**config.mk**
```make
export PLATFORM = sky130hd
export DESIGN_NAME = nand_page_read_sequencer
export DESIGN_NICKNAME = d
export VERILOG_FILES = /design/src/sv/npr_pkg.sv /design/src/sv/npr_decode.sv /design/src/sv/npr_emit.sv /design/src/sv/nand_page_read_sequencer.sv
export SDC_FILE = /design/constraint.sdc
export NUM_CORES = 1
export LEC_CHECK = 0
export ABC_AREA = 1
export ABC_CLOCK_PERIOD_IN_PS = 4000
export BUFFER_PORTS_ARGS = -buffer_cell sky130_fd_sc_hd__buf_4
export CAP_MARGIN = 20
export CORE_MARGIN = 2
export CORE_UTILIZATION = 50
export DETAILED_ROUTE_END_ITERATION = 10
export PLACE_DENSITY = 0.81
export SYNTH_ARGS = -nofsm -noshare
export SYNTH_HDL_FRONTEND = slang
export SYNTH_SLANG_ARGS = --single-unit
```
**constraint.sdc**
```tcl
create_clock -name clk -period 4 [get_ports clk]
set_input_delay 0.8 -clock clk [delete_from_list [all_inputs] [get_ports clk]]
set_output_delay 0.8 -clock clk [all_outputs]
set_load 0.005 [all_outputs]
```
**src/sv/npr_pkg.sv**
```systemverilog
// ----------------------------------------------------------------------------
// npr_pkg
// Shared types, codes and helpers for the NAND page read sequencer.
// ----------------------------------------------------------------------------
package npr_pkg;

    localparam int PAGE_BYTES_DEF = 2048;

    // page bits carried on the address cycles (three bytes)
    localparam int PAGE_W    = 24;
    localparam int BURST_MAX = 8;
    localparam int CNT_W     = 4;

    // input item kinds
    localparam logic [1:0] OP_START  = 2'd0;
    localparam logic [1:0] OP_STATUS = 2'd1;
    localparam logic [1:0] OP_DATA   = 2'd2;

    // result actions
    localparam logic [2:0] ACT_SELECT   = 3'd0;
    localparam logic [2:0] ACT_CMD      = 3'd1;
    localparam logic [2:0] ACT_ADDR     = 3'd2;
    localparam logic [2:0] ACT_DATA     = 3'd3;
    localparam logic [2:0] ACT_DESELECT = 3'd4;

    localparam logic [7:0] CMD_READ    = 8'h00;
    localparam logic [7:0] CMD_CONFIRM = 8'h30;

    typedef enum logic [1:0] {
        PH_IDLE = 2'd0,
        PH_WAIT = 2'd1,
        PH_DATA = 2'd2
    } phase_t;

    typedef struct packed {
        logic [1:0]  op;
        logic [31:0] start_address;
        logic [31:0] byte_count;
        logic        ready_req;
        logic [7:0]  data_byte;
    } item_t;

    typedef struct packed {
        logic [2:0] action;
        logic [7:0] value;
    } entry_t;

    typedef entry_t [6:0] seq_t;

    typedef struct packed {
        logic [CNT_W-1:0]         cnt;
        entry_t [BURST_MAX-1:0]   ents;
    } burst_t;

    // read command, five address cycles, confirm; element 0 goes out first
    function automatic seq_t read_seq(input logic [15:0] col,
                                      input logic [PAGE_W-1:0] page);
        seq_t s;
        s[0] = '{action: ACT_CMD,  value: CMD_READ};
        s[1] = '{action: ACT_ADDR, value: col[7:0]};
        s[2] = '{action: ACT_ADDR, value: col[15:8]};
        s[3] = '{action: ACT_ADDR, value: page[7:0]};
        s[4] = '{action: ACT_ADDR, value: page[15:8]};
        s[5] = '{action: ACT_ADDR, value: page[23:16]};
        s[6] = '{action: ACT_CMD,  value: CMD_CONFIRM};
        return s;
    endfunction

endpackage

```
**src/sv/npr_decode.sv**
```systemverilog
// ----------------------------------------------------------------------------
// npr_decode
// Next-state and result burst for one item against the sequencer state.
// ----------------------------------------------------------------------------
module npr_decode #(
    parameter int PAGE_BYTES = npr_pkg::PAGE_BYTES_DEF
) (
    input  npr_pkg::item_t                  item,
    input  npr_pkg::phase_t                 phase,
    input  logic [npr_pkg::PAGE_W-1:0]      page,
    input  logic [$clog2(PAGE_BYTES)-1:0]   col,
    input  logic [31:0]                     remain,
    output npr_pkg::phase_t                 phase_next,
    output logic [npr_pkg::PAGE_W-1:0]      page_next,
    output logic [$clog2(PAGE_BYTES)-1:0]   col_next,
    output logic [31:0]                     remain_next,
    output npr_pkg::burst_t                 burst
);

    localparam int COL_W = $clog2(PAGE_BYTES);

    logic [COL_W:0]               col_inc;
    logic [31:0]                  remain_dec;
    logic [COL_W-1:0]             start_col;
    logic [npr_pkg::PAGE_W-1:0]   start_page;
    logic [npr_pkg::PAGE_W-1:0]   page_inc;

    assign col_inc    = {1'b0, col} + {{COL_W{1'b0}}, 1'b1};
    assign remain_dec = remain - 32'd1;
    assign start_col  = item.start_address[COL_W-1:0];
    assign start_page = npr_pkg::PAGE_W'(item.start_address >> COL_W);
    assign page_inc   = page + {{(npr_pkg::PAGE_W-1){1'b0}}, 1'b1};

    always_comb
    begin
        phase_next  = phase;
        page_next   = page;
        col_next    = col;
        remain_next = remain;
        burst       = '0;
        case (item.op)
            npr_pkg::OP_START:
            begin
                if (phase == npr_pkg::PH_IDLE)
                begin
                    page_next   = start_page;
                    col_next    = start_col;
                    remain_next = item.byte_count;
                    burst.ents[0] = '{action: npr_pkg::ACT_SELECT, value: 8'h00};
                    if (item.byte_count == 32'd0)
                    begin
                        burst.ents[1] = '{action: npr_pkg::ACT_DESELECT, value: 8'h00};
                        burst.cnt     = npr_pkg::CNT_W'(2);
                    end
                    else
                    begin
                        burst.ents[7:1] = npr_pkg::read_seq(16'(start_col), start_page);
                        burst.cnt       = npr_pkg::CNT_W'(npr_pkg::BURST_MAX);
                        phase_next      = npr_pkg::PH_WAIT;
                    end
                end
            end
            npr_pkg::OP_STATUS:
            begin
                if (phase == npr_pkg::PH_WAIT && item.ready_req)
                    phase_next = npr_pkg::PH_DATA;
            end
            npr_pkg::OP_DATA:
            begin
                if (phase == npr_pkg::PH_DATA)
                begin
                    burst.ents[0] = '{action: npr_pkg::ACT_DATA, value: item.data_byte};
                    remain_next   = remain_dec;
                    col_next      = col_inc[COL_W-1:0];
                    if (remain_dec == 32'd0)
                    begin
                        burst.ents[1] = '{action: npr_pkg::ACT_DESELECT, value: 8'h00};
                        burst.cnt     = npr_pkg::CNT_W'(2);
                        phase_next    = npr_pkg::PH_IDLE;
                    end
                    else if (col_inc[COL_W])
                    begin
                        // page end: next page from column zero
                        page_next       = page_inc;
                        col_next        = '0;
                        burst.ents[7:1] = npr_pkg::read_seq(16'h0000, page_inc);
                        burst.cnt       = npr_pkg::CNT_W'(npr_pkg::BURST_MAX);
                        phase_next      = npr_pkg::PH_WAIT;
                    end
                    else
                    begin
                        burst.cnt = npr_pkg::CNT_W'(1);
                    end
                end
            end
            default:
            begin
                phase_next = phase;
            end
        endcase
    end

endmodule

```
**src/sv/npr_emit.sv**
```systemverilog
// ----------------------------------------------------------------------------
// npr_emit
// Result register: holds one burst and shifts it out a transaction a cycle while m_tready is high.
// ----------------------------------------------------------------------------
module npr_emit (
    input  logic              clk,
    input  logic              rst_n,
    input  logic              load_req,
    input  npr_pkg::burst_t   burst,
    input  logic              m_tready,
    output logic              m_tvalid,
    output npr_pkg::entry_t   head,
    output logic              head_last,
    output logic              can_load
);

    logic [npr_pkg::CNT_W-1:0]              cnt_reg;
    npr_pkg::entry_t [npr_pkg::BURST_MAX-1:0] ents_reg;
    npr_pkg::entry_t [npr_pkg::BURST_MAX-1:0] ents_shift;
    logic                                   fire;
    logic                                   load;

    assign m_tvalid  = (cnt_reg != '0);
    assign head      = ents_reg[0];
    assign head_last = (cnt_reg == npr_pkg::CNT_W'(1));
    assign fire      = m_tvalid && m_tready;
    // free now, or the last entry leaves this cycle
    assign can_load  = (cnt_reg == '0) || (head_last && m_tready);
    assign load      = load_req && can_load && (burst.cnt != '0);

    always_comb
    begin
        ents_shift = ents_reg;
        for (int i = 0; i < npr_pkg::BURST_MAX - 1; i++)
            ents_shift[i] = ents_reg[i+1];
    end

    always_ff @(posedge clk or negedge rst_n)
    begin
        if (!rst_n)
            cnt_reg <= '0;
        else if (load)
            cnt_reg <= burst.cnt;
        else if (fire)
            cnt_reg <= cnt_reg - npr_pkg::CNT_W'(1);
    end

    always_ff @(posedge clk)
    begin
        if (load)
            ents_reg <= burst.ents;
        else if (fire)
            ents_reg <= ents_shift;
    end

endmodule

```
**src/sv/nand_page_read_sequencer.sv**
```systemverilog
// ----------------------------------------------------------------------------
// nand_page_read_sequencer
// Large-page NAND read sequencer: turns start, status and data transactions
// into chip select, command, address, data and deselect transactions.
// ----------------------------------------------------------------------------
// A start transaction (tuser 0) carries a byte address and count; the block
// answers with chip select, command 00h, five address bytes (column low,
// column high, page bits 7:0, 15:8, 23:16) and command 30h, then waits for
// a status transaction (tuser 1) with ready set. Each data transaction
// (tuser 2) is passed on as a delivered byte. At a page end with bytes still
// owed the read sequence goes out again for the next page at column zero;
// when the count is spent a deselect follows. A zero count gives select and
// deselect only. Transactions that do not fit the current phase, and tuser 3,
// produce nothing. tlast marks the final output caused by one input.
// Rate: one input per cycle while the output side accepts. Each input passes
// an input register, one level of decode logic and lands in an eight-entry
// result register, which drains one output per cycle while m_tready is high;
// a mid-page data byte (one output) thus streams at one per cycle, while a
// start or a page change (eight outputs) holds the next input until the last
// of its outputs leaves. PAGE_BYTES must be a power of two.
module nand_page_read_sequencer #(
    parameter int PAGE_BYTES = npr_pkg::PAGE_BYTES_DEF
) (
    input  logic        clk,
    input  logic        rst_n,
    input  logic        s_tvalid,
    output logic        s_tready,
    // [31:0] start_address, [63:32] byte_count, [64] ready_req,
    // [72:65] data_byte, [79:73] zero
    input  logic [79:0] s_tdata,
    // [1:0] op
    input  logic [1:0]  s_tuser,
    output logic        m_tvalid,
    input  logic        m_tready,
    // [2:0] action, [10:3] value, [15:11] zero
    output logic [15:0] m_tdata,
    output logic        m_tlast
);

    localparam int COL_W = $clog2(PAGE_BYTES);

    // input register
    logic            in_valid_reg;
    npr_pkg::item_t  in_item_reg;
    npr_pkg::item_t  in_item;

    // sequencer state
    npr_pkg::phase_t              phase_reg;
    npr_pkg::phase_t              phase_next;
    logic [npr_pkg::PAGE_W-1:0]   page_reg;
    logic [npr_pkg::PAGE_W-1:0]   page_next;
    logic [COL_W-1:0]             col_reg;
    logic [COL_W-1:0]             col_next;
    logic [31:0]                  remain_reg;
    logic [31:0]                  remain_next;

    npr_pkg::burst_t  burst;
    npr_pkg::entry_t  head;
    logic             head_last;
    logic             can_load;
    logic             take;

    assign in_item.op            = s_tuser;
    assign in_item.start_address = s_tdata[31:0];
    assign in_item.byte_count    = s_tdata[63:32];
    assign in_item.ready_req     = s_tdata[64];
    assign in_item.data_byte     = s_tdata[72:65];

    // held item is consumed once the result register can take its burst
    assign take     = in_valid_reg && can_load;
    assign s_tready = !in_valid_reg || take;

    always_ff @(posedge clk or negedge rst_n)
    begin
        if (!rst_n)
            in_valid_reg <= 1'b0;
        else if (s_tready)
            in_valid_reg <= s_tvalid;
    end

    always_ff @(posedge clk)
    begin
        if (s_tready && s_tvalid)
            in_item_reg <= in_item;
    end

    npr_decode #(
        .PAGE_BYTES (PAGE_BYTES)
    ) u_decode (
        .item        (in_item_reg),
        .phase       (phase_reg),
        .page        (page_reg),
        .col         (col_reg),
        .remain      (remain_reg),
        .phase_next  (phase_next),
        .page_next   (page_next),
        .col_next    (col_next),
        .remain_next (remain_next),
        .burst       (burst)
    );

    always_ff @(posedge clk or negedge rst_n)
    begin
        if (!rst_n)
        begin
            phase_reg  <= npr_pkg::PH_IDLE;
            page_reg   <= '0;
            col_reg    <= '0;
            remain_reg <= '0;
        end
        else if (take)
        begin
            phase_reg  <= phase_next;
            page_reg   <= page_next;
            col_reg    <= col_next;
            remain_reg <= remain_next;
        end
    end

    npr_emit u_emit (
        .clk       (clk),
        .rst_n     (rst_n),
        .load_req  (take),
        .burst     (burst),
        .m_tready  (m_tready),
        .m_tvalid  (m_tvalid),
        .head      (head),
        .head_last (head_last),
        .can_load  (can_load)
    );

    assign m_tdata = {5'b00000, head.value, head.action};
    assign m_tlast = head_last;

`ifndef ASSERT_OFF
    // an open read always has bytes owed
    a_remain_nonzero: assert property (@(posedge clk) disable iff (!rst_n)
        phase_reg != npr_pkg::PH_IDLE |-> remain_reg != 32'd0)
        else $error("active phase with no bytes remaining");

    // confirm command closes its burst
    a_confirm_last: assert property (@(posedge clk) disable iff (!rst_n)
        m_tvalid && m_tdata[2:0] == npr_pkg::ACT_CMD
            && m_tdata[10:3] == npr_pkg::CMD_CONFIRM |-> m_tlast)
        else $error("confirm command not last of its burst");

    // deselect closes its burst
    a_deselect_last: assert property (@(posedge clk) disable iff (!rst_n)
        m_tvalid && m_tdata[2:0] == npr_pkg::ACT_DESELECT |-> m_tlast)
        else $error("deselect not last of its burst");
`endif

endmodule

```
# [Yosys cells after proc, flatten, opt, wreduce, memory -nomap -nowiden]
# Cells that the tools add are included.
[totals] reg_bits=237 inputBits=86 output_inout_bits=19
[classes] addsub=4 n_eq_ne=12 n_mux=35 reduce_logical=23
[op_table] op="$mux W92" n=2
[op_table] op="$pmux W92 S2" n=1
[op_table] op="$mux W24" n=4
[op_table] op="$mux W88" n=1
[op_table] op="$mux W77" n=1
[op_table] op="$mux W75" n=1
[op_table] op="$mux W11" n=6
[op_table] op="$mux W66" n=1
[op_table] op="$logic_not A32 Y1" n=2
[op_table] op="$mux W32" n=2
[op_table] op="$mux W64" n=1
[op_table] op="$pmux W32 S2" n=1
[op_table] op="$pmux W24 S2" n=1
[op_table] op="$sub A32 B1 Y32 const B" n=1
[op_table] op="$add A24 B1 Y24 const B" n=1
[op_table] op="$pmux W11 S2" n=1
[op_table] op="$mux W4" n=5
[op_table] op="$add A11 B1 Y12 const B" n=1
[op_table] op="$mux W2" n=6
[op_table] op="$ne A2 B1 Y1 const B" n=4
[op_table] op="$reduce_bool A4 Y1" n=2
[op_table] op="$logic_and A1 B1 Y1" n=7
[op_table] op="$reduce_and A7 Y1" n=1
[op_table] op="$pmux W2 S3" n=1
[op_table] op="14 further kinds" n=20

# [Depth between registers and ports, before layout]
# Gate-level depths: netlist of run 1.
[depth] word_depth=8 ltp_mapped=21

# [Cells and area by module]
# Synthesis of run 1 repeated with hierarchy kept, for this count alone.
[hier_totals] hier_cells=1811 hier_area_um2=14143.6
[modules_own_cells] module="nand_page_read_sequencer" n_inst=1 cells_each=388 area_per_inst_um2=5109.9 seq_area_each_um2=4003.8
[modules_own_cells] module="npr_decode" n_inst=1 cells_each=1002 area_per_inst_um2=4860.9 seq_area_each_um2=0.0
[modules_own_cells] module="npr_emit" n_inst=1 cells_each=421 area_per_inst_um2=4172.8 seq_area_each_um2=2742.6

# [Worst setup path before layout of run 1]
# No wires, ideal clock.
[synth_path] kind="flip-flop to flip-flop" startpoint="reg remain_reg[0]" endpoint="reg u_emit.ents_reg[11] in the netlist's numbering (enable)" arrival_ns=3.464 t_required_ns=3.254 slack_ns=-0.210 stages_incl_launch_ff=19 path_buffers=3 period_less_slack_ns=4.210 path_cell_list="dfrtp_1 > inv_1 > ha_1 > nand2_1 > nor2_1 > buf_4 > nand3_1 > nand2_1 > inv_1 > nor3_1 > nand2_1 > nor2_1 > nand3_2 > buf_6 > a21oi_2 > nand3_2 > nand2_4 > buf_4 > nand2_1"
[synth_via] elab_chain_len=8
[synth_rtl] element="start, declared" line="nand_page_read_sequencer.sv:54" rtl="logic [31:0] remain_reg;"
[synth_rtl] element="start signal, assigned" line="nand_page_read_sequencer.sv:116" rtl="remain_reg <= remain_next;"
[synth_rtl] element="$sub A32 B1 Y32" line="npr_decode.sv:29" rtl="assign remain_dec = remain - 32'd1;"
[synth_rtl] element="$logic_not A32 Y1" line="npr_decode.sv:75" rtl="if (remain_dec == 32'd0)"
[synth_rtl] element="$mux W4" line="npr_decode.sv:75"
[synth_rtl] element="$mux W92" line="npr_decode.sv:70" rtl="if (phase == npr_pkg::PH_DATA)"
[synth_rtl] element="$pmux W92 S2" line="npr_decode.sv:41" rtl="case (item.op)"
[synth_rtl] element="$reduce_bool A4 Y1" line="npr_emit.sv:29" rtl="assign load = load_req && can_load && (burst.cnt != '0);"
[synth_rtl] element="$logic_and A1 B1 Y1" line="npr_emit.sv:29"
[synth_rtl] element="$reduce_bool A2 Y1 (no source line)"
[synth_rtl] element="end signal, assigned" line="npr_emit.sv:51" rtl="ents_reg <= burst.ents;"
[synth_rtl] element="end signal, assigned" line="npr_emit.sv:53" rtl="ents_reg <= ents_shift;"
[synth_rtl] element="end, declared" line="npr_emit.sv:18" rtl="npr_pkg::entry_t [npr_pkg::BURST_MAX-1:0] ents_reg;"
# No other way between the ends.
# A chain may end at the register's enable or synchronous reset.

# [Final worst setup path of run 1]
[layout_path] startpoint="reg remain_reg[0]" endpoint="reg u_emit.ents_reg[72] in the netlist's numbering (data pin)"
[layout_via] elab_chain_len=8 word_cells_on_any_way=9 classes_between="1 x add/sub; 5 x mux; 3 x reduce/logical"
[layout_rtl] element="$sub A32 B1 Y32 *" line="npr_decode.sv:29"
[layout_rtl] element="$logic_not A32 Y1 *" line="npr_decode.sv:75"
[layout_rtl] element="$mux W4" line="npr_decode.sv:75"
[layout_rtl] element="$mux W92 *" line="npr_decode.sv:70"
[layout_rtl] element="$pmux W92 S2 *" line="npr_decode.sv:41"
[layout_rtl] element="$reduce_bool A4 Y1" line="npr_emit.sv:29"
[layout_rtl] element="$logic_and A1 B1 Y1" line="npr_emit.sv:29"
[layout_rtl] element="$mux W88 *" line="npr_emit.sv:50" rtl="if (load)"
# Every way passes the cells marked *; elsewhere a longest branch is shown, timed or not. The select of a mux whose other input is x is not followed.

==> results of run 1 <==
## routing by layer
| layer | track usage (%) | vias to the layer above | share of wire (%) |
|---|---|---|---|
| li1 | - | 4422 | - |
| met2 | 35.5 | 297 | 47 |
| met5 | 0 | - | 0 |
| met3 | 3.26 | 44 | 6.9 |
| met4 | 6.92 | 0 | 2.4 |
| met1 | 29.8 | 4188 | 44 |
## layout by cell type (no fill, tap or decap), types with 3 or more instances in the layout
| master | instances |
|---|---|
| sky130_fd_sc_hd__nand2_1 | 370 |
| sky130_fd_sc_hd__nor2_1 | 157 |
| sky130_fd_sc_hd__edfxtp_1 | 148 |
| sky130_fd_sc_hd__inv_1 | 131 |
| sky130_fd_sc_hd__o21ai_0 | 108 |
| sky130_fd_sc_hd__buf_4 | 102 |
| sky130_fd_sc_hd__dfrtp_1 | 74 |
| sky130_fd_sc_hd__nand3_1 | 56 |
| sky130_fd_sc_hd__clkbuf_16 | 25 |
| sky130_fd_sc_hd__nor2_4 | 23 |
| sky130_fd_sc_hd__nand4_1 | 22 |
| sky130_fd_sc_hd__o22ai_1 | 22 |
| sky130_fd_sc_hd__xor2_1 | 18 |
| sky130_fd_sc_hd__a21oi_1 | 16 |
| sky130_fd_sc_hd__nor3_1 | 13 |
| sky130_fd_sc_hd__ha_1 | 10 |
| sky130_fd_sc_hd__clkbuf_1 | 10 |
| sky130_fd_sc_hd__nor4_1 | 9 |
| sky130_fd_sc_hd__o21ai_1 | 7 |
| sky130_fd_sc_hd__o211ai_1 | 7 |
| sky130_fd_sc_hd__nor2_2 | 6 |
| sky130_fd_sc_hd__buf_12 | 6 |
| sky130_fd_sc_hd__clkinv_2 | 5 |
| sky130_fd_sc_hd__conb_1 | 5 |
| sky130_fd_sc_hd__nand2_2 | 4 |
| sky130_fd_sc_hd__xnor2_1 | 4 |
| sky130_fd_sc_hd__a21oi_2 | 4 |
| sky130_fd_sc_hd__clkinv_1 | 3 |
| sky130_fd_sc_hd__nand3b_1 | 3 |
| sky130_fd_sc_hd__o31ai_1 | 3 |
| sky130_fd_sc_hd__a31oi_1 | 3 |
| sky130_fd_sc_hd__clkbuf_8 | 3 |
## per-stage QoR
| stage | setup slack [ps] | area (µm²) | utilization, % |
|---|---|---|---|
| global route | 270 | 13100 | 58.2 |
| floorplan | 525 | 11400 | - |
| finish | 538 | 13100 | 58.2 |
| CTS | 589 | 13100 | 58.1 |
| detailed placement | 648 | 12300 | 54.6 |
| global placement | 759 | 12300 | 54.6 |
## cell type report
type	instances	share of cell area (%)
repair buffers	108	6.77
clock inverters	8	0.593
flip-flops and latches	222	48.1
multi-input cells	886	32.5
inverters	135	3.88
clock buffers	38	5.38
well taps	285	2.72
## synth_stat cells (2+ instances only)
cell type                   instances
sky130_fd_sc_hd__dfrtp_1           74
sky130_fd_sc_hd__nor2_4            23
sky130_fd_sc_hd__clkbuf_1          21
sky130_fd_sc_hd__o31ai_1            3
sky130_fd_sc_hd__edfxtp_1         148
sky130_fd_sc_hd__or2_2              2
sky130_fd_sc_hd__buf_6              6
sky130_fd_sc_hd__buf_1              3
sky130_fd_sc_hd__nor4_1             9
sky130_fd_sc_hd__nor2_1           157
sky130_fd_sc_hd__nor3_1            13
sky130_fd_sc_hd__inv_1            132
sky130_fd_sc_hd__a21oi_1           16
sky130_fd_sc_hd__a2bb2oi_1          2
sky130_fd_sc_hd__nand4_1           22
sky130_fd_sc_hd__o21ai_1            7
sky130_fd_sc_hd__xor2_1            18
sky130_fd_sc_hd__ha_1              11
sky130_fd_sc_hd__nand3_2            2
sky130_fd_sc_hd__xnor2_1            4
sky130_fd_sc_hd__buf_4             24
sky130_fd_sc_hd__buf_2              2
sky130_fd_sc_hd__o211ai_1           7
sky130_fd_sc_hd__nor2_2             6
sky130_fd_sc_hd__nand2_2            3
sky130_fd_sc_hd__nand3b_1           3
sky130_fd_sc_hd__a31oi_1            3
sky130_fd_sc_hd__inv_2              2
sky130_fd_sc_hd__a22oi_1            2
sky130_fd_sc_hd__o22ai_1           22
sky130_fd_sc_hd__o21ai_0          108
sky130_fd_sc_hd__a21oi_2            4
sky130_fd_sc_hd__nand3_1           56
sky130_fd_sc_hd__nand2_1          371
## final timing paths
path	from	endpoint	slack [ps]	cells past startpoint
min reg2reg	page_reg[10]	page_reg[10]	500	2
max reg2reg	remain_reg[0]	u_emit.ents_reg[72]	540	19
max	remain_reg[0]	u_emit.ents_reg[72]	540	19
min in group clk	s_tdata[16]	in_item_reg[57]	430	1
min	rst_n	remain_reg[13]	250	1
max in group asynchronous	rst_n	remain_reg[10]	3150	2
## cells by family (layout without fill, tap and decap cells)
group / after synthesis / count (layout) / share of synthesized area [%]
adders and majority gates: 11 / 11 / 1.20
AOI/OAI and AO/OA: 175 / 175 / 8.44
muxes: 1 / 1 / 0.0876
and+or+nand+nor: 672 / 672 / 25.6
xor gates and xnor gates: 22 / 22 / 1.69
buffers and inverters: 193 / 289 / 7.79
DFF: 222 / 222 / 55.1
other: 1 / 5 / 0.0328
## critical path, stage by stage, from the launching register on
cell	delay (ps)
sky130_fd_sc_hd__dfrtp_1	400
sky130_fd_sc_hd__inv_1	160
sky130_fd_sc_hd__ha_1	240
sky130_fd_sc_hd__nand2_1	70
sky130_fd_sc_hd__nor2_1	250
sky130_fd_sc_hd__nand3_1	220
sky130_fd_sc_hd__o21ai_0	210
sky130_fd_sc_hd__nand2_1	140
sky130_fd_sc_hd__nor2_1	130
sky130_fd_sc_hd__nand2_1	80
sky130_fd_sc_hd__nor2_1	120
sky130_fd_sc_hd__nand3_2	130
sky130_fd_sc_hd__nor2_1	120
sky130_fd_sc_hd__nor2_1	80
sky130_fd_sc_hd__nand3_2	90
sky130_fd_sc_hd__nand2_4	100
sky130_fd_sc_hd__buf_4	220
sky130_fd_sc_hd__nor2_1	340
sky130_fd_sc_hd__inv_1	110
sky130_fd_sc_hd__nor2_1	100
## power by group
part	switching, mW	internal [mW]	total [mW]	leakage (nW)
Clock	0.903	1.28	2.18	0.384
Combinational	1.24	0.681	1.92	2.97
Sequential	0.438	3.12	3.56	2.26
Total	2.58	5.08	7.67	5.62
==> results.env, run 1 <==
NUMCLOCKSINKS=222
OVERFLOW=0
HOLD_PATH.CLASS='in -> async'
TIMING.FINAL.CRIT_SHARE_PCT=86.5
SYNTH-WARNING-COUNT=0
GRT_PASS1_VIAS=8332
PLACEMENTROWS=55
SYNTH_TOP_CELLS_BY_AREA='sky130_fd_sc_hd__edfxtp_1 39%, sky130_fd_sc_hd__dfrtp_1 16%, sky130_fd_sc_hd__nand2_1 12%'
SEQ_AREA_MM2=0.00630
ANTENNA_CELLS_INSERTED=0
FLOORPLAN.DIE.WIDTH_UM=155
ROUTED_VIA_DENSITY=5.32
TRACK_USAGE_PCT=21.6
SYNTH.LIB_CELLS_USED.DISTINCT=45
AREA_GROWTH_SYN_TO_LAYOUT_PCT=14.6
MOST_COMMON_FLOP_CELL_MAPPED_BY_YOSYS='sky130_fd_sc_hd__edfxtp_1'
1ST_ITER_DRT_VIOLS=728
CLK_LATENCY_PS=540
CTS_MAX_PATH_BUFFERS=3
FIN_HOLD_WS_PS=246
DESIGN.FINAL.NETS=1475
FINALCLOCKSKEW_PS=21.5
WL_PER_CELL_UM=15.3
DIEHEIGHT_UM=155
COMBINED_AREA_OF_THE_MULTI_INPUT_LOGIC_CELLS_MM2=0.00426
START_UTIL_PCT=50.8
SHARE_OF_THE_YOSYS_CHIP_AREA_BELONGING_TO_REGISTERS_PCT=55.1
CLOCK.FMAX_GHz=0.289
TOTAL_DIE_AREA_MM2=0.0241
TNS_PS=0
SYNTHARSTFLOPSHARE_PCT=33.3
FINAL-INSTANCE-COUNT-EXCL-FILL=1682
SYNTHCELLS=1297
CTS_REPAIR_RESIZE_COUNT=0
POST_SYNTH_EDFFS=148
PATH_CLK_SLEW_PS=60
SYNTH.TOP_CELL.AREA_SHARE_PCT=38.9
DRC=0
LARGEST_NET_DEGREE_AT_THE_START_OF_GLOBAL_ROUTING=80
MAX-CAP-VIOLATIONS=0
FILLER_CELLS_INSERTED=1924
OUTCOME='finished, final reports clean'
CTS-HTREE-LEVELS=1
MAPPED_CELL_AREA_MM2=0.0114
TIMING.FINAL.MAX_SLEW_VIOLATIONS=0
ANT_NETS=0
SETUP.WORST_PATH.START_CLASS='flip-flop'
FINAL.MIN_CLOCK_PERIOD_PS=3460
WORST-SLEW-PIN-TRANSITION_PS=777
HOLD_VIOL=0
CELLLEAKAGEPOWER_nW=5.62
ANTENNA_FOUND_INITIAL=0
GP_CONGESTION=0.903
DRIVE_ABOVE_1_SHARE_PCT=13.5
ROUTE.FINAL.WIRE_LENGTH_UM=25800
LARGEST_REG_FLOPS=75
TIMING.SLEW.HEADROOM_PCT=48.2
GRT_FIRST_PASS_WIRELENGTH_UM=41700
SETUP_VIOL=0
NUMCTSBUFFERS=25
POWER_mW=7.67
DRT_PRE_ANTENNA_ITERS=6
COREAREA_MM2=0.0225
YS_FF_LATCH=222
ROOT_BUFFER='sky130_fd_sc_hd__clkbuf_16'
PLACE.DETAILED.INSTANCES=1635
TIMING.SETUP.CRITICAL_PATH_CLASS='reg -> reg'
SETUP.WORST_PATH.END_CLASS='flip-flop'
VDD_IR_DROP_MAX_uV=376
SYNTH.AVG_CELL_AREA_UM2=8.81
IO-PIN-COUNT=105
TIMING.CRITICAL_PATH.ARRIVAL_PS=3870
CTS_SETUP_BUFFERS=0
VIAS=8951
SYNTH_TOP_AREA_CELL='sky130_fd_sc_hd__edfxtp_1'
NUMPORTBUFFERS=92
RSZ0062_AT_GRT='no'
DETAILED_PLACE_HPWL_UM=17800
CTSHOLDBUFFERS=0
CRITPATHMAXFANOUT=19
CP.REQUIRED_PS=4400
PWR_DENSITY_CELL_mW_PER_MM2=586
CTS_TREE='done'
No activity file was read; power rests on OpenSTA's default activity.
==> inputs of run 2 (changes only) <==
- RECOVER_POWER: unset -> 25
==> run 2 against run 1 <==
Net effect: the flow now finishes with violations (capacitance limit, slew limit); hold slack better by 210 ps; via count increased by 0.25%; non-clock buffer count did not move; first-iteration DRC count down 2.9%; global-route usage stayed put; register-to-register slack about the same; worst setup slack lost 12 ps; power hardly changed; clock skew barely moved; final cell count is the same; clock power is essentially flat; largest cell class unchanged; highest routed layer unchanged.
==> results.env, run 2 (synthesis results as in run 1) <==
CTS-HTREE-LEVELS=1  # unchanged
CPPEAKSTAGEDELAY_PS=400  # about the same
FINAL-INSTANCE-COUNT-EXCL-FILL=1682  # unchanged
WORST_HOLD_PATH.ENDPOINT='in_item_reg[57]'
ANTENNA_FOUND_INITIAL=0  # unchanged
FINAL_AREA_MM2=0.0131  # -0.17%
NUMCTSBUFFERS=25  # unchanged
R2R_SETUP_SLACK_PS=530  # about the same
COREAREA_MM2=0.0225  # unchanged
HOLD_PATH_CELL_CNT=1
CTS_REPAIR_RESIZE_COUNT=0  # unchanged
GRT_FIRST_PASS_WIRELENGTH_UM=41700  # unchanged
FLOORPLAN.DIE.WIDTH_UM=155  # unchanged
WORST-SLEW-PIN-TRANSITION_PS=2170  # +1390 ps
SETUP.WORST_PATH.START_CLASS='flip-flop'
LARGEST_REG_FLOPS=75  # unchanged
OUTCOME='complete, but fails checks'
HOLD_VIOL=0  # unchanged
POWER_mW=7.66  # about the same
NUMCLOCKSINKS=222  # unchanged
START_UTIL_PCT=50.8  # unchanged
LAYOUT_COMMONEST_CELL='sky130_fd_sc_hd__nand2_1'
ROOT_BUFFER='sky130_fd_sc_hd__clkbuf_16'
IO-PIN-COUNT=105  # unchanged
GRT_PASS1_VIAS=8332  # unchanged
SETUP.WORST_PATH.END_CLASS='flip-flop'
TIMING.CRITICAL_PATH.CELLS='inv_1 > ha_1 > nand2_1 > nor2_1 > nand3_1 > o21ai_0 > nand2_1 > nor2_1 > nand2_1 > nor2_1 > nand3_2 > nor2_1 > nor2_1 > nand3_2 > nand2_4 > buf_4 > nor2_1 > inv_1 > nor2_1'
CRITPATHMAXFANOUT=19  # unchanged
CLOCK.FMAX_GHz=0.288  # -0.35%
AREA_GROWTH_SYN_TO_LAYOUT_PCT=14.4
DRC=0  # unchanged
ROUTED_VIA_DENSITY=5.33  # +0.25%
WORST-PATH-BUF-INV=3  # unchanged
VIAS=8973  # +0.25%
TNS_PS=0  # unchanged
MAX-CAP-VIOLATIONS=1  # +1
FINALCLOCKSKEW_PS=21.7  # +0.137 ps
OVERFLOW=0  # unchanged
DETAILED_PLACE_HPWL_UM=17800  # unchanged
SHARE_OF_THE_CORE_FILLED_WITH_CELLS_IN_THE_FINAL_LAYOUT_PCT=58.1  # -0.10 points
CTSHOLDBUFFERS=0  # unchanged
SETUP_VIOL=0  # unchanged
CRITICAL_PATH_S_SLOWEST_CELL='sky130_fd_sc_hd__dfrtp_1'
WORSTHOLDSTART='s_tdata[16]'
FINAL.MIN_CLOCK_PERIOD_PS=3470  # +12.3 ps
REG2REGPATHDEPTH=19  # unchanged
CRIT_FAMILY='simple AND/OR/NAND/NOR gates'
DIEHEIGHT_UM=155  # unchanged
RSZ0062_AT_GRT='no'
DESIGN.FINAL.NETS=1475  # unchanged
TIMING.RR.END='u_emit.ents_reg[72]'
CLK_LATENCY_PS=540  # about the same
TIMING.SLEW.HEADROOM_PCT=-44.7  # -93 points
NUMPORTBUFFERS=92  # unchanged
TOTAL_DIE_AREA_MM2=0.0241  # unchanged
DRT_PRE_ANTENNA_ITERS=6  # unchanged
CTS_TREE='done'
DRIVE_ABOVE_1_SHARE_PCT=13.3  # -0.14 points
TIMING.FINAL.MAX_SLEW_VIOLATIONS=37  # +37
FILLER_CELLS_INSERTED=1930  # +0.31%
CRITPATHLAUNCH='remain_reg[0]'
FINAL_CELL_MIX='370 x sky130_fd_sc_hd__nand2_1, 157 x sky130_fd_sc_hd__nor2_1, 148 x sky130_fd_sc_hd__edfxtp_1, 131 x sky130_fd_sc_hd__inv_1, 108 x sky130_fd_sc_hd__o21ai_0'
TIMING.SETUP.CRITICAL_PATH_CLASS='reg -> reg'
TRACK_USAGE_PCT=21.6  # unchanged
PWR_DENSITY_CELL_mW_PER_MM2=586  # about the same
VIOLATIONS='capacitance limit, slew limit'
WL_PER_CELL_UM=15.4  # +0.13%
CP.REQUIRED_PS=4400  # about the same
ANT_NETS=0  # unchanged
ANTENNA_CELLS_INSERTED=0  # unchanged
VDD_IR_DROP_MAX_uV=375  # about the same
PATH_DEPTH=19  # unchanged
1ST_ITER_DRT_VIOLS=707  # -2.9%
PLACEMENTROWS=55  # unchanged
TIMING.CRITICAL_PATH.ARRIVAL_PS=3880  # about the same
CPMOSTUSEDCELL='sky130_fd_sc_hd__nor2_1'
PATH_CLK_SLEW_PS=60  # about the same
DETAILED_PLACE.AREA_MM2=0.0123  # unchanged
PLACE.DETAILED.INSTANCES=1635  # unchanged
CTS_SETUP_BUFFERS=0  # unchanged
ROUTE.FINAL.WIRE_LENGTH_UM=25800  # +0.13%
TIMING.FINAL.CRIT_SHARE_PCT=86.8  # +0.31 points
LARGEST_NET_DEGREE_AT_THE_START_OF_GLOBAL_ROUTING=80  # unchanged
CTS_MAX_PATH_BUFFERS=3  # unchanged
GP_CONGESTION=0.903  # unchanged
REGTOREGSTARTPOINT='remain_reg[0]'
HOLD_PATH.CLASS='in -> reg'
CELLLEAKAGEPOWER_nW=5.59  # -0.49%
## run 2: cell types whose count changed in the layout (fill, tap and decap cells not counted)
| cell | previous run | this run |
|---|---|---|
| sky130_fd_sc_hd__clkbuf_1 | 10 | 12 |
| sky130_fd_sc_hd__buf_4 | 102 | 26 |
| sky130_fd_sc_hd__buf_12 | 6 | 5 |
| sky130_fd_sc_hd__clkbuf_2 | 0 | 1 |
| sky130_fd_sc_hd__clkbuf_4 | 0 | 74 |
## run 2: cell type report
type	instances	area, µm²	share of cell area [%]
multi-input combinational	886	4260	32.6
clock inverter	8	77.6	0.594
inverter	135	508	3.89
clock buffer	38	704	5.39
timing repair buffer	108	863	6.61
tap	285	357	2.73
sequential	222	6300	48.2
## run 2: per-stage QoR
step	setup slack [ps]	hold slack (ps)
floorplan	525	453
global placement	759	473
detailed placement	648	485
CTS	589	414
global route	270	431
finish	526	453
## run 2: worst max-delay path by stage
stage	end
2_1_floorplan	u_emit.ents_reg[11]
3_3_place_gp	page_reg[12]
3_5_place_dp	u_emit.ents_reg[72]
4_1_cts	u_emit.ents_reg[72]
5_1_grt	u_emit.ents_reg[72]
6_report	u_emit.ents_reg[72]
## run 2: worst register-to-register path, stage by stage (launching register included)
cell                      delay (ps)
sky130_fd_sc_hd__dfrtp_1         400
sky130_fd_sc_hd__inv_1           160
sky130_fd_sc_hd__ha_1            240
sky130_fd_sc_hd__nand2_1          70
sky130_fd_sc_hd__nor2_1          260
sky130_fd_sc_hd__nand3_1         230
sky130_fd_sc_hd__o21ai_0         210
sky130_fd_sc_hd__nand2_1         140
sky130_fd_sc_hd__nor2_1          130
sky130_fd_sc_hd__nand2_1          90
sky130_fd_sc_hd__nor2_1          120
sky130_fd_sc_hd__nand3_2         130
sky130_fd_sc_hd__nor2_1          120
sky130_fd_sc_hd__nor2_1           70
sky130_fd_sc_hd__nand3_2          90
sky130_fd_sc_hd__nand2_4         110
sky130_fd_sc_hd__buf_4           230
sky130_fd_sc_hd__nor2_1          340
sky130_fd_sc_hd__inv_1           110
sky130_fd_sc_hd__nor2_1          100
## run 2: power by group
part	total [mW]	switching (mW)	internal [mW]
sequential	3.56	0.441	3.12
clock	2.18	0.898	1.28
combinational	1.92	1.24	0.674
## run 2: layer usage
| layer | wire length, µm | GRT usage [%] | share of wire (%) | vias to the layer above |
|---|---|---|---|---|
| li1 | - | - | - | 4425 |
| met1 | 11300 | 29.8 | 44 | 4184 |
| met2 | 12000 | 35.5 | 46 | 320 |
| met3 | 1910 | 3.26 | 7.4 | 44 |
| met4 | 622 | 6.92 | 2.4 | 0 |
| met5 | 0 | 0 | 0 | - |
